File: src/rtl/tpa_pkg.sv
`default_nettype none

package tpa_pkg;

   localparam int WORD_W      = 32;
   localparam int QUEUE_DEPTH = 2;
   localparam int QPTR_W      = (QUEUE_DEPTH > 1) ? $clog2(QUEUE_DEPTH) : 1;

   typedef enum logic [1:0] {
      TOPO_STRIP   = 2'd0,
      TOPO_FAN     = 2'd1,
      TOPO_LIST    = 2'd2,
      TOPO_INVALID = 2'd3
   } topo_type;

   // one queued command: up to three vertices, or a single error item
   typedef struct packed {
      logic              err;
      logic [1:0]        count;
      logic [WORD_W-1:0] w0;
      logic [WORD_W-1:0] w1;
      logic [WORD_W-1:0] w2;
   } cmd_type;

endpackage

`default_nettype wire

File: src/rtl/tpa_front.sv
`default_nettype none

module tpa_front #(
   parameter int VERTEX_WIDTH = 32
) (
   input  wire logic                        clock,
   input  wire logic                        reset,
   input  wire logic                        accept,
   input  wire logic [1:0]                  topology,
   input  wire logic [tpa_pkg::WORD_W-1:0]  vertex_word,
   input  wire logic                        last_in_primitive,
   output      logic                        cmd_push,
   output      tpa_pkg::cmd_type            cmd
);
   import tpa_pkg::*;

   localparam logic [63:0] VMASK64 =
      (VERTEX_WIDTH >= 64) ? {64{1'b1}} : ((64'd1 << VERTEX_WIDTH) - 64'd1);

   logic [WORD_W-1:0] first_ff, first_in;
   logic [WORD_W-1:0] older_ff, older_in;
   logic [WORD_W-1:0] newer_ff, newer_in;
   logic [1:0]        seen_ff, seen_in;
   logic              parity_ff, parity_in;
   logic [1:0]        phase_ff, phase_in;
   logic              halted_ff, halted_in;

   topo_type          topo;
   logic [WORD_W-1:0] v;
   logic              emit;
   logic              err;
   logic [1:0]        next_seen;
   logic [1:0]        next_phase;
   logic              live;

   always_comb begin
      topo       = topo_type'(topology);
      v          = vertex_word & VMASK64[WORD_W-1:0];
      emit       = 1'b0;
      err        = 1'b0;
      next_seen  = seen_ff;
      next_phase = phase_ff;
      cmd.err    = 1'b0;
      cmd.count  = 2'd3;
      cmd.w0     = older_ff;
      cmd.w1     = newer_ff;
      cmd.w2     = v;
      unique case (topo)
         TOPO_INVALID: begin
            err = 1'b1;
         end
         TOPO_LIST: begin
            next_phase = (phase_ff == 2'd2) ? 2'd0 : 2'(phase_ff + 2'd1);
            emit       = (phase_ff == 2'd2);
            err        = last_in_primitive && (next_phase != 2'd0);
         end
         TOPO_STRIP, TOPO_FAN: begin
            next_seen = (seen_ff < 2'd3) ? 2'(seen_ff + 2'd1) : 2'd3;
            emit      = (seen_ff >= 2'd2);
            err       = last_in_primitive && (next_seen < 2'd3);
            if (topo == TOPO_FAN) begin
               cmd.w0 = first_ff;
               cmd.w1 = newer_ff;
            end else if (parity_ff) begin
               cmd.w0 = newer_ff;
               cmd.w1 = older_ff;
            end
         end
      endcase
      if (err) begin
         cmd.err   = 1'b1;
         cmd.count = 2'd1;
         cmd.w0    = '0;
      end

      live     = accept && !halted_ff;
      cmd_push = live && (err || emit);

      first_in  = first_ff;
      older_in  = older_ff;
      newer_in  = newer_ff;
      seen_in   = seen_ff;
      parity_in = parity_ff;
      phase_in  = phase_ff;
      halted_in = halted_ff;
      if (live) begin
         if (err) begin
            halted_in = 1'b1;
         end else begin
            if (topo == TOPO_LIST) begin
               phase_in = next_phase;
               if (next_phase == 2'd1) begin
                  first_in = v;
               end
            end else begin
               seen_in   = next_seen;
               parity_in = !parity_ff;
               if (next_seen == 2'd1) begin
                  first_in = v;
               end
            end
            older_in = newer_ff;
            newer_in = v;
            if (last_in_primitive) begin
               seen_in   = 2'd0;
               parity_in = 1'b0;
               phase_in  = 2'd0;
            end
         end
      end
   end

   always_ff @(posedge clock) begin
      if (reset) begin
         first_ff  <= '0;
         older_ff  <= '0;
         newer_ff  <= '0;
         seen_ff   <= 2'd0;
         parity_ff <= 1'b0;
         phase_ff  <= 2'd0;
         halted_ff <= 1'b0;
      end else begin
         first_ff  <= first_in;
         older_ff  <= older_in;
         newer_ff  <= newer_in;
         seen_ff   <= seen_in;
         parity_ff <= parity_in;
         phase_ff  <= phase_in;
         halted_ff <= halted_in;
      end
   end

endmodule

`default_nettype wire

File: src/rtl/tpa_queue.sv
`default_nettype none

module tpa_queue (
   input  wire logic             clock,
   input  wire logic             reset,
   input  wire logic             wr_en,
   input  wire tpa_pkg::cmd_type wr_cmd,
   output      logic             full,
   input  wire logic             rd_en,
   output      tpa_pkg::cmd_type rd_cmd,
   output      logic             rd_valid
);
   import tpa_pkg::*;

   localparam int FILL_W = $clog2(QUEUE_DEPTH + 1);

   cmd_type             entry_ff [QUEUE_DEPTH];
   logic [QPTR_W-1:0]   wr_ptr_ff, wr_ptr_in;
   logic [QPTR_W-1:0]   rd_ptr_ff, rd_ptr_in;
   logic [FILL_W-1:0]   fill_ff, fill_in;

   function automatic logic [QPTR_W-1:0] ptr_next(input logic [QPTR_W-1:0] p);
      logic [QPTR_W-1:0] r;
      if (p == QPTR_W'(QUEUE_DEPTH - 1)) begin
         r = '0;
      end else begin
         r = QPTR_W'(p + 1'b1);
      end
      return r;
   endfunction

   always_comb begin
      full      = (fill_ff == FILL_W'(QUEUE_DEPTH));
      rd_valid  = (fill_ff != '0);
      rd_cmd    = entry_ff[rd_ptr_ff];
      wr_ptr_in = wr_en ? ptr_next(wr_ptr_ff) : wr_ptr_ff;
      rd_ptr_in = rd_en ? ptr_next(rd_ptr_ff) : rd_ptr_ff;
      fill_in   = fill_ff;
      if (wr_en && !rd_en) begin
         fill_in = FILL_W'(fill_ff + 1'b1);
      end else if (rd_en && !wr_en) begin
         fill_in = FILL_W'(fill_ff - 1'b1);
      end
   end

   always_ff @(posedge clock) begin
      if (reset) begin
         wr_ptr_ff <= '0;
         rd_ptr_ff <= '0;
         fill_ff   <= '0;
      end else begin
         wr_ptr_ff <= wr_ptr_in;
         rd_ptr_ff <= rd_ptr_in;
         fill_ff   <= fill_in;
      end
   end

   always_ff @(posedge clock) begin
      if (wr_en) begin
         entry_ff[wr_ptr_ff] <= wr_cmd;
      end
   end

endmodule

`default_nettype wire

File: src/rtl/tpa_back.sv
`default_nettype none

module tpa_back (
   input  wire logic                        clock,
   input  wire logic                        reset,
   input  wire tpa_pkg::cmd_type            head,
   input  wire logic                        head_valid,
   output      logic                        head_pop,
   input  wire logic                        out_take,
   output      logic                        out_valid,
   output      logic [tpa_pkg::WORD_W-1:0]  out_vertex,
   output      logic                        out_error,
   output      logic                        out_end
);
   import tpa_pkg::*;

   logic              valid_ff, valid_in;
   logic [1:0]        idx_ff, idx_in;
   logic [WORD_W-1:0] vertex_ff, vertex_in;
   logic              error_ff, error_in;
   logic              end_ff, end_in;
   logic              load;
   logic              last_word;

   always_comb begin
      load      = head_valid && (!valid_ff || out_take);
      last_word = (idx_ff == 2'(head.count - 2'd1));
      head_pop  = load && last_word;
      unique case (idx_ff)
         2'd0:    vertex_in = head.w0;
         2'd1:    vertex_in = head.w1;
         default: vertex_in = head.w2;
      endcase
      error_in = head.err;
      end_in   = last_word;
      if (load) begin
         valid_in = 1'b1;
         idx_in   = last_word ? 2'd0 : 2'(idx_ff + 2'd1);
      end else begin
         valid_in = valid_ff && !out_take;
         idx_in   = idx_ff;
      end
      out_valid  = valid_ff;
      out_vertex = vertex_ff;
      out_error  = error_ff;
      out_end    = end_ff;
   end

   always_ff @(posedge clock) begin
      if (reset) begin
         valid_ff <= 1'b0;
         idx_ff   <= 2'd0;
      end else begin
         valid_ff <= valid_in;
         idx_ff   <= idx_in;
      end
   end

   always_ff @(posedge clock) begin
      if (load) begin
         vertex_ff <= vertex_in;
         error_ff  <= error_in;
         end_ff    <= end_in;
      end
   end

endmodule

`default_nettype wire

File: src/rtl/triangle_primitive_assembler_unit.sv
// A vertex that emits passes through the command queue and then the output register to the rsp_ ports.
// Throughput: one vertex per cycle on the input side while full is low; one result per cycle out
// while pop is held, so a vertex that closes a triangle sends its three results one after another.
// The command queue between front and back holds two vertices' worth of results.
// Reset (synchronous, active high) clears the primitive state, the halt, the queue
// and the output valid bit; no clearing pass is needed.
`default_nettype none

module triangle_primitive_assembler_unit #(
   parameter int VERTEX_WIDTH = 32
) (
   input  wire logic        clock,
   input  wire logic        reset,
   input  wire logic        push,
   output      logic        full,
   input  wire logic [1:0]  req_topology,
   input  wire logic [31:0] req_vertex_word,
   input  wire logic        req_last_in_primitive,
   output      logic        empty,
   input  wire logic        pop,
   output      logic [31:0] rsp_out_vertex,
   output      logic        rsp_error_flag,
   output      logic        rsp_end_of_run
);
   import tpa_pkg::*;

   logic    q_full;
   logic    accept;
   logic    cmd_push;
   cmd_type cmd;
   cmd_type head;
   logic    head_valid;
   logic    head_pop;
   logic    out_valid;
   logic    out_take;

   assign full     = q_full;
   assign accept   = push && !q_full;
   assign empty    = !out_valid;
   assign out_take = pop && out_valid;

   tpa_front #(
      .VERTEX_WIDTH(VERTEX_WIDTH)
   ) u_front (
      .clock             (clock),
      .reset             (reset),
      .accept            (accept),
      .topology          (req_topology),
      .vertex_word       (req_vertex_word),
      .last_in_primitive (req_last_in_primitive),
      .cmd_push          (cmd_push),
      .cmd               (cmd)
   );

   tpa_queue u_queue (
      .clock    (clock),
      .reset    (reset),
      .wr_en    (cmd_push),
      .wr_cmd   (cmd),
      .full     (q_full),
      .rd_en    (head_pop),
      .rd_cmd   (head),
      .rd_valid (head_valid)
   );

   tpa_back u_back (
      .clock      (clock),
      .reset      (reset),
      .head       (head),
      .head_valid (head_valid),
      .head_pop   (head_pop),
      .out_take   (out_take),
      .out_valid  (out_valid),
      .out_vertex (rsp_out_vertex),
      .out_error  (rsp_error_flag),
      .out_end    (rsp_end_of_run)
   );

endmodule

`default_nettype wire
File: config.mk
export PLATFORM = sky130hd
export DESIGN_NAME = triangle_primitive_assembler_unit
export DESIGN_NICKNAME = d
export VERILOG_FILES = /design/src/rtl/tpa_pkg.sv /design/src/rtl/tpa_front.sv /design/src/rtl/tpa_queue.sv /design/src/rtl/tpa_back.sv /design/src/rtl/triangle_primitive_assembler_unit.sv
export SDC_FILE = /design/constraint.sdc
export NUM_CORES = 1
export LEC_CHECK = 0
export BUFFER_PORTS_ARGS = -buffer_cell sky130_fd_sc_hd__buf_2
export CORE_MARGIN = 2
export CORE_UTILIZATION = 30
export DETAILED_ROUTE_END_ITERATION = 10
export PLACE_DENSITY = 0.47
export SLEW_MARGIN = 20
export SYNTH_ARGS = -nofsm -noshare
export SYNTH_HDL_FRONTEND = slang
export SYNTH_SLANG_ARGS = --single-unit
File: constraint.sdc
create_clock -name clock -period 10.05 [get_ports clock]
set_clock_uncertainty 0.05 [all_clocks]
set_input_delay 1.005 -clock clock [delete_from_list [all_inputs] [get_ports clock]]
set_output_delay 1.005 -clock clock [all_outputs]
set_load 0.01 [all_outputs]
==> results of run 1 <==
==> flip-flops by register name, summed over array words and instances (netlist names), named ones only <==
signal / count
u_front.seen_ff: 2
u_back.idx_ff: 2
u_back.out_error: 1
u_back.out_valid: 1
u_queue.wr_ptr_ff: 1
u_back.out_vertex: 32
u_front.parity_ff: 1
u_queue.entry_ff: 196
u_front.phase_ff: 2
u_front.newer_ff: 32
u_queue.fill_ff: 2
u_front.halted_ff: 1
u_front.first_ff: 32
u_front.older_ff: 32
u_back.out_end: 1
u_queue.rd_ptr_ff: 1
==> layout by cell type, fill, tap and decap left out, types with 15 or more instances in the layout <==
| cell | netlist | routed |
|---|---|---|
| nor2_1 | 41 | 40 |
| o21ai_0 | 54 | 54 |
| mux2i_1 | 33 | 33 |
| mux2_2 | 28 | 28 |
| a22oi_1 | 64 | 64 |
| a211oi_1 | 33 | 33 |
| a22o_1 | 32 | 32 |
| clkbuf_16 | 0 | 41 |
| edfxtp_1 | 230 | 230 |
| dfxtp_1 | 110 | 109 |
| a21oi_1 | 72 | 72 |
| buf_4 | 4 | 15 |
| nand2_1 | 104 | 104 |
| a31oi_1 | 32 | 32 |
| nand3_1 | 66 | 66 |
| buf_2 | 17 | 74 |
| a2bb2oi_1 | 32 | 32 |
==> routing by layer <==
layer | vias to the layer above | wire length [um]
li1 | 4251 | -
met1 | 4507 | 15600
met2 | 216 | 16200
met3 | 56 | 1660
met4 | 4 | 732
met5 | - | 27
==> area by class of cell <==
class                           instances  area share
Clock buffer                           54      0.0704
Multi-Input combinational cell        652       0.264
Inverter                               11     0.00269
Tap cell                              600      0.0474
Clock inverter                         17     0.00948
Timing Repair Buffer                   89      0.0305
Sequential cell                       340       0.575
==> cell families after synthesis <==
kind of cell	synth area share
mux	0.0520
fa+ha+maj	0.00274
flops	0.664
xor+xnor	0.00192
buf+inv	0.0352
simple gates	0.0755
compound gates	0.169
==> metrics by stage <==
stage / hold slack (ps) / cells
after floorplan: 385 / 1098
after global placement: 394 / 1692
after detailed placement: 403 / 1692
after CTS: 412 / 1763
after global routing: 423 / 1763
final: 410 / 1763
==> where the power goes <==
group          switching (mW)  internal [mW]
Sequential             0.0640           1.77
Combinational           0.588          0.276
Clock                   0.558          0.849
Total                    1.21           2.89
==> worst max path at each step <==
stage / start / to / slack [ps] / depth (start not counted)
floorplan: req_topology[0] / u_queue.entry_ff[0][0]$_DFFE_PP_ / 3330 / 5
global placement: req_topology[1] / u_queue.entry_ff[0][98]$_DFFE_PP_ / 5170 / 6
detailed placement: req_topology[1] / u_queue.entry_ff[0][59]$_DFFE_PP_ / 5150 / 6
CTS: req_topology[1] / u_queue.entry_ff[0][30]$_DFFE_PP_ / 5700 / 6
global route: req_topology[1] / u_queue.entry_ff[0][24]$_DFFE_PP_ / 5470 / 6
finish: req_topology[1] / u_queue.entry_ff[0][94]$_DFFE_PP_ / 5750 / 6
==> tightest hold or removal path: cells and delay by family (launching register included) <==
kind / cells / cell delay (ps)
flops: 1 / 310
simple gates: 1 / 50
mux: 1 / 50
==> results.cfg, run 1 <==
[yosys]
ys_top_cells_by_count = 230 x edfxtp_1, 110 x dfxtp_1, 104 x nand2_1
synth_fp_nets = 1140
synth_area_per_cell_um2 = 12.5
synth-edff-count = 230
async_flop_share = 0
synth_seq_cells = 340
synthFlopType = edfxtp_1
synth_top_area_frac = 0.504
netlist_area_mm2 = 0.0137
synth_cell_types = 51
synthTopCellsByArea = edfxtp_1 50%, dfxtp_1 16%, a22oi_1 3.5%, nand2_1 2.8%, a21oi_1 2.6%
ys_seq_area_frac = 0.664
synth_top_area_cell = edfxtp_1
postSynthCellCount = 1098
yosysWarnings = 0
yosys.cell_count.top_type = edfxtp_1

[layout]
drive_gt1_frac = 0.163
multi_input_area_mm2 = 0.00418
diodes = 0
postLayoutCoreUtil = 0.350
nets = 1175
fin_area_mm2 = 0.0158
regArea_mm2 = 0.00911
syn_to_final_growth_pct = 15.4
num-fill-cells = 4530

[clock_tree]
hold_buffers = 0
cts_resized = 0
clk_latency_ps = 540
clockBufferDepth = 3
cts_tree = built
cts_inserted_buffers = 39
postCtsSetupRepairBufs = 0
htree_levels = 2
clock-sinks = 340
ctsRootBufferMaster = clkbuf_16
clk_pin_slew_worst_paths_ps = 60

[worst_setup_path]
r2r_cells = 5
critPathSlowestCell = nor2b_4
path_class = in2reg
r2r-end = u_queue.entry_ff[0][94]$_DFFE_PP_
endpoint_kind = flop
cp_top_family = buffers and inverters
reg2reg_slack_ps = 6610
slowest_delay_ps = 940
cp.arrival_ps = 4400
crit_chain = buf_2 > nor2_1 > o21a_1 > a311oi_2 > nor2b_4 > buf_4
rr_startpoint = u_queue.fill_ff[0]$_SDFFE_PP0P_
path_buf_inv = 2
crit_path_start_kind = primary input
critPathMaxFanout = 67
required_ps = 10150

[timing]
hold_viol_final = 0
worst_slack_ps = 5750
max_freq_mhz = 233
fin_crit_sh = 0.428
finalSetupViolCount = 0
layout_min_cycle_time_ps = 4300
grt_setup_unrepaired = no
worstMarginPinSlew_ps = 1100
relSlewSlack = 0.264
finalSetupTns_ps = 0
drv_slew = 0

[floorplan]
num_rows = 78
initial_core_util = 0.303
dieArea_mm2 = 0.0474
io_pins = 75
coreArea_mm2 = 0.0453
die_x_um = 218
die_h_um = 218

[flow_run]
maxCapViolCount = 0

[power_and_ir_drop]
ir_drop_uv = 167
p_leak_nw = 5.23
p_total_mw = 4.10
p_per_area_mw_per_mm2 = 259

[route]
drc_errors = 0
via_per_inst = 5.12
wl_per_cell_um = 19.4
finalWirelength_mm = 34.2
drt_iter0_drc = 709
drtAntennaViolNets = 0
dr.pass1.iters = 5
vias = 9034

[global_routing]
grt_pass1_wl_mm = 53.2
grt_busiest_layer = met2
grtUsageMet1 = 0.192
grt_max_degree = 78
antenna_found_initial = 2
grt.met2_usage = 0.239
met3_usage = 0.0307
track_usage = 0.145
grt_pass1_vias = 9049
grt-ovfl-total = 0

[placement]
hpwlAfterDp_mm = 18.0
dp_slack_ps = 5150
port_buffers = 74
gp_congestion = 0.688
placed_area_mm2 = 0.0146

[worst_hold_path]
min_path_cells = 2
min_from = u_front.first_ff[27]$_SDFFE_PP0P_
hp-class = reg2reg
hold_path_end = u_front.first_ff[27]$_SDFFE_PP0P_

[outcome]
outcome = completed
Note: power is estimated with default switching activity, not from simulation.
==> run 2, diff against run 1 <==
--- a/config.mk
+++ b/config.mk
@@ -9,7 +9,7 @@
 export CORE_MARGIN = 2
 export CORE_UTILIZATION = 30
 export DETAILED_ROUTE_END_ITERATION = 10
-export PLACE_DENSITY = 0.47
+export PLACE_DENSITY = 0.49
 export SLEW_MARGIN = 20
 export SYNTH_ARGS = -nofsm -noshare
 export SYNTH_HDL_FRONTEND = slang
==> constraint.sdc (replaced) <==
create_clock -name clock -period 3.48 [get_ports clock]
set_clock_uncertainty 0.05 [all_clocks]
set_input_delay 0.348 -clock clock [delete_from_list [all_inputs] [get_ports clock]]
set_output_delay 0.348 -clock clock [all_outputs]
set_load 0.01 [all_outputs]
==> results.cfg, run 2 (synthesis gave the netlist of run 1 again) <==
[power_and_ir_drop]
ir_drop_uv = 335
p_per_area_mw_per_mm2 = 731
p_leak_nw = 5.23

[floorplan]
coreArea_mm2 = 0.0453
io_pins = 75
dieArea_mm2 = 0.0474
initial_core_util = 0.303
die_x_um = 218
die_h_um = 218
num_rows = 78

[clock_tree]
cts_tree = built
ctsRootBufferMaster = clkbuf_16
cts_resized = 0
clock-sinks = 340
clk_latency_ps = 520
postCtsSetupRepairBufs = 0
cts_inserted_buffers = 36
htree_levels = 2
clockBufferDepth = 3
clk_pin_slew_worst_paths_ps = 60

[global_routing]
grt_pass1_vias = 8921
grt_max_degree = 68
grt-ovfl-total = 0
antenna_found_initial = 2
track_usage = 0.145
grt_pass1_wl_mm = 53.4

[worst_setup_path]
slowest_delay_ps = 450
path_class = reg2reg
required_ps = 3630
path_buf_inv = 1
critPathMaxFanout = 42
cp_top_family = simple AND/OR/NAND/NOR gates
cp.arrival_ps = 2480
critPathSlowestCell = and2_4
crit_chain = nand2b_1 > nand2_1 > a311oi_2 > and2_4 > buf_12
crit_path_start_kind = flop
endpoint_kind = flop

[timing]
fin_crit_sh = 0.670
worstMarginPinSlew_ps = 873
layout_min_cycle_time_ps = 2330
finalSetupViolCount = 0
grt_setup_unrepaired = no
drv_slew = 0
max_freq_mhz = 429
finalSetupTns_ps = 0
relSlewSlack = 0.418
hold_viol_final = 0

[placement]
hpwlAfterDp_mm = 19.2
port_buffers = 74
gp_congestion = 0.751

[layout]
nets = 1182
syn_to_final_growth_pct = 15.7
postLayoutCoreUtil = 0.350
largest_register_ffs = 196
regMostFlops = u_queue.entry_ff
mostFrequentLayoutCell = edfxtp_1
final_cell_mix = 230 x edfxtp_1, 109 x dfxtp_1, 104 x nand2_1
drive_gt1_frac = 0.164

[route]
dr.pass1.iters = 5
drt_iter0_drc = 573
drc_errors = 0
vias = 8972
drtAntennaViolNets = 0
wl_per_cell_um = 19.5
via_per_inst = 5.08
finalWirelength_mm = 34.4

[flow_run]
maxCapViolCount = 0

[outcome]
outcome = completed

[worst_hold_path]
hp-class = in2reg
run 2: cell types whose count changed in the layout (fill, tap and decap cells not counted), moves of 2 or more:
cell / delta
buf_12: +9
bufinv_16: -2
clkbuf_1: +2
clkinv_1: -2
clkinv_2: -3
clkbuf_16: -4
run 2: cell type report:
| class | instances | area, um^2 |
|---|---|---|
| Multi-Input combinational cell | 652 | 4180 |
| Antenna cell | 1 | 2.50 |
| Inverter | 11 | 41.3 |
| Clock inverter | 11 | 72.6 |
| Timing Repair Buffer | 99 | 673 |
| Sequential cell | 340 | 9110 |
| Clock buffer | 53 | 1040 |
| Tap cell | 600 | 751 |
| Fill cell | 4483 | 29400 |
run 2: worst paths after layout:
kind                                  endpoint  cells after the start                               from  slack, ps
max          u_queue.entry_ff[1][25]$_DFFE_PP_                      5    u_queue.fill_ff[0]$_SDFFE_PP0P_       1150
min          u_queue.entry_ff[0][11]$_DFFE_PP_                      1                req_vertex_word[11]         20
max reg2reg  u_queue.entry_ff[1][25]$_DFFE_PP_                      5    u_queue.fill_ff[0]$_SDFFE_PP0P_       1150
min reg2reg  u_front.first_ff[29]$_SDFFE_PP0P_                      2  u_front.first_ff[29]$_SDFFE_PP0P_        410
run 2: worst reg2reg max path, stage by stage (launching register included):
cell and delay, ps:
dfxtp_1 410, nand2b_1 260, nand2_1 110, a311oi_2 400
and2_4 450, buf_12 310
run 2: per-stage QoR:
| step | power, mW | worst slack, ps | instances | hold slack (ps) | instance area [um^2] |
|---|---|---|---|---|---|
| detailed placement | 8.10 | 718 | 1701 | 401 | 14700 |
| global placement | 8.07 | 743 | 1701 | 393 | 14700 |
| global route | 12.2 | 953 | 1766 | 6.26 | 15900 |
| CTS | 11.8 | 1120 | 1766 | 0.684 | 15900 |
| finish | 11.6 | 1150 | 1767 | 16.5 | 15900 |
| floorplan | 7.03 | 375 | 1098 | 385 | 13700 |
run 2: repair_timing:
item | 4_1_cts | 5_1_grt
hold buffers | 1 | 0
endpoints found under the hold margin | 2 | 0
endpoints found under the setup margin | 0 | 0
run 2: routing by layer:
metal / up-vias / routed length (um) / global-route usage
met4: 2 / 718 / 0.0429
met2: 199 / 16300 / 0.242
met5: - / 13 / 0
li1: 4268 / - / -
met3: 55 / 1470 / 0.0248
met1: 4448 / 15800 / 0.193
run 2: power breakdown:
group | switching (mW) | leakage, nW | internal [mW] | total (mW)
logic | 1.77 | 1.64 | 0.892 | 2.66
clock network | 1.53 | 0.544 | 2.13 | 3.66
registers | 0.185 | 3.05 | 5.09 | 5.27
total | 3.48 | 5.23 | 8.11 | 11.6
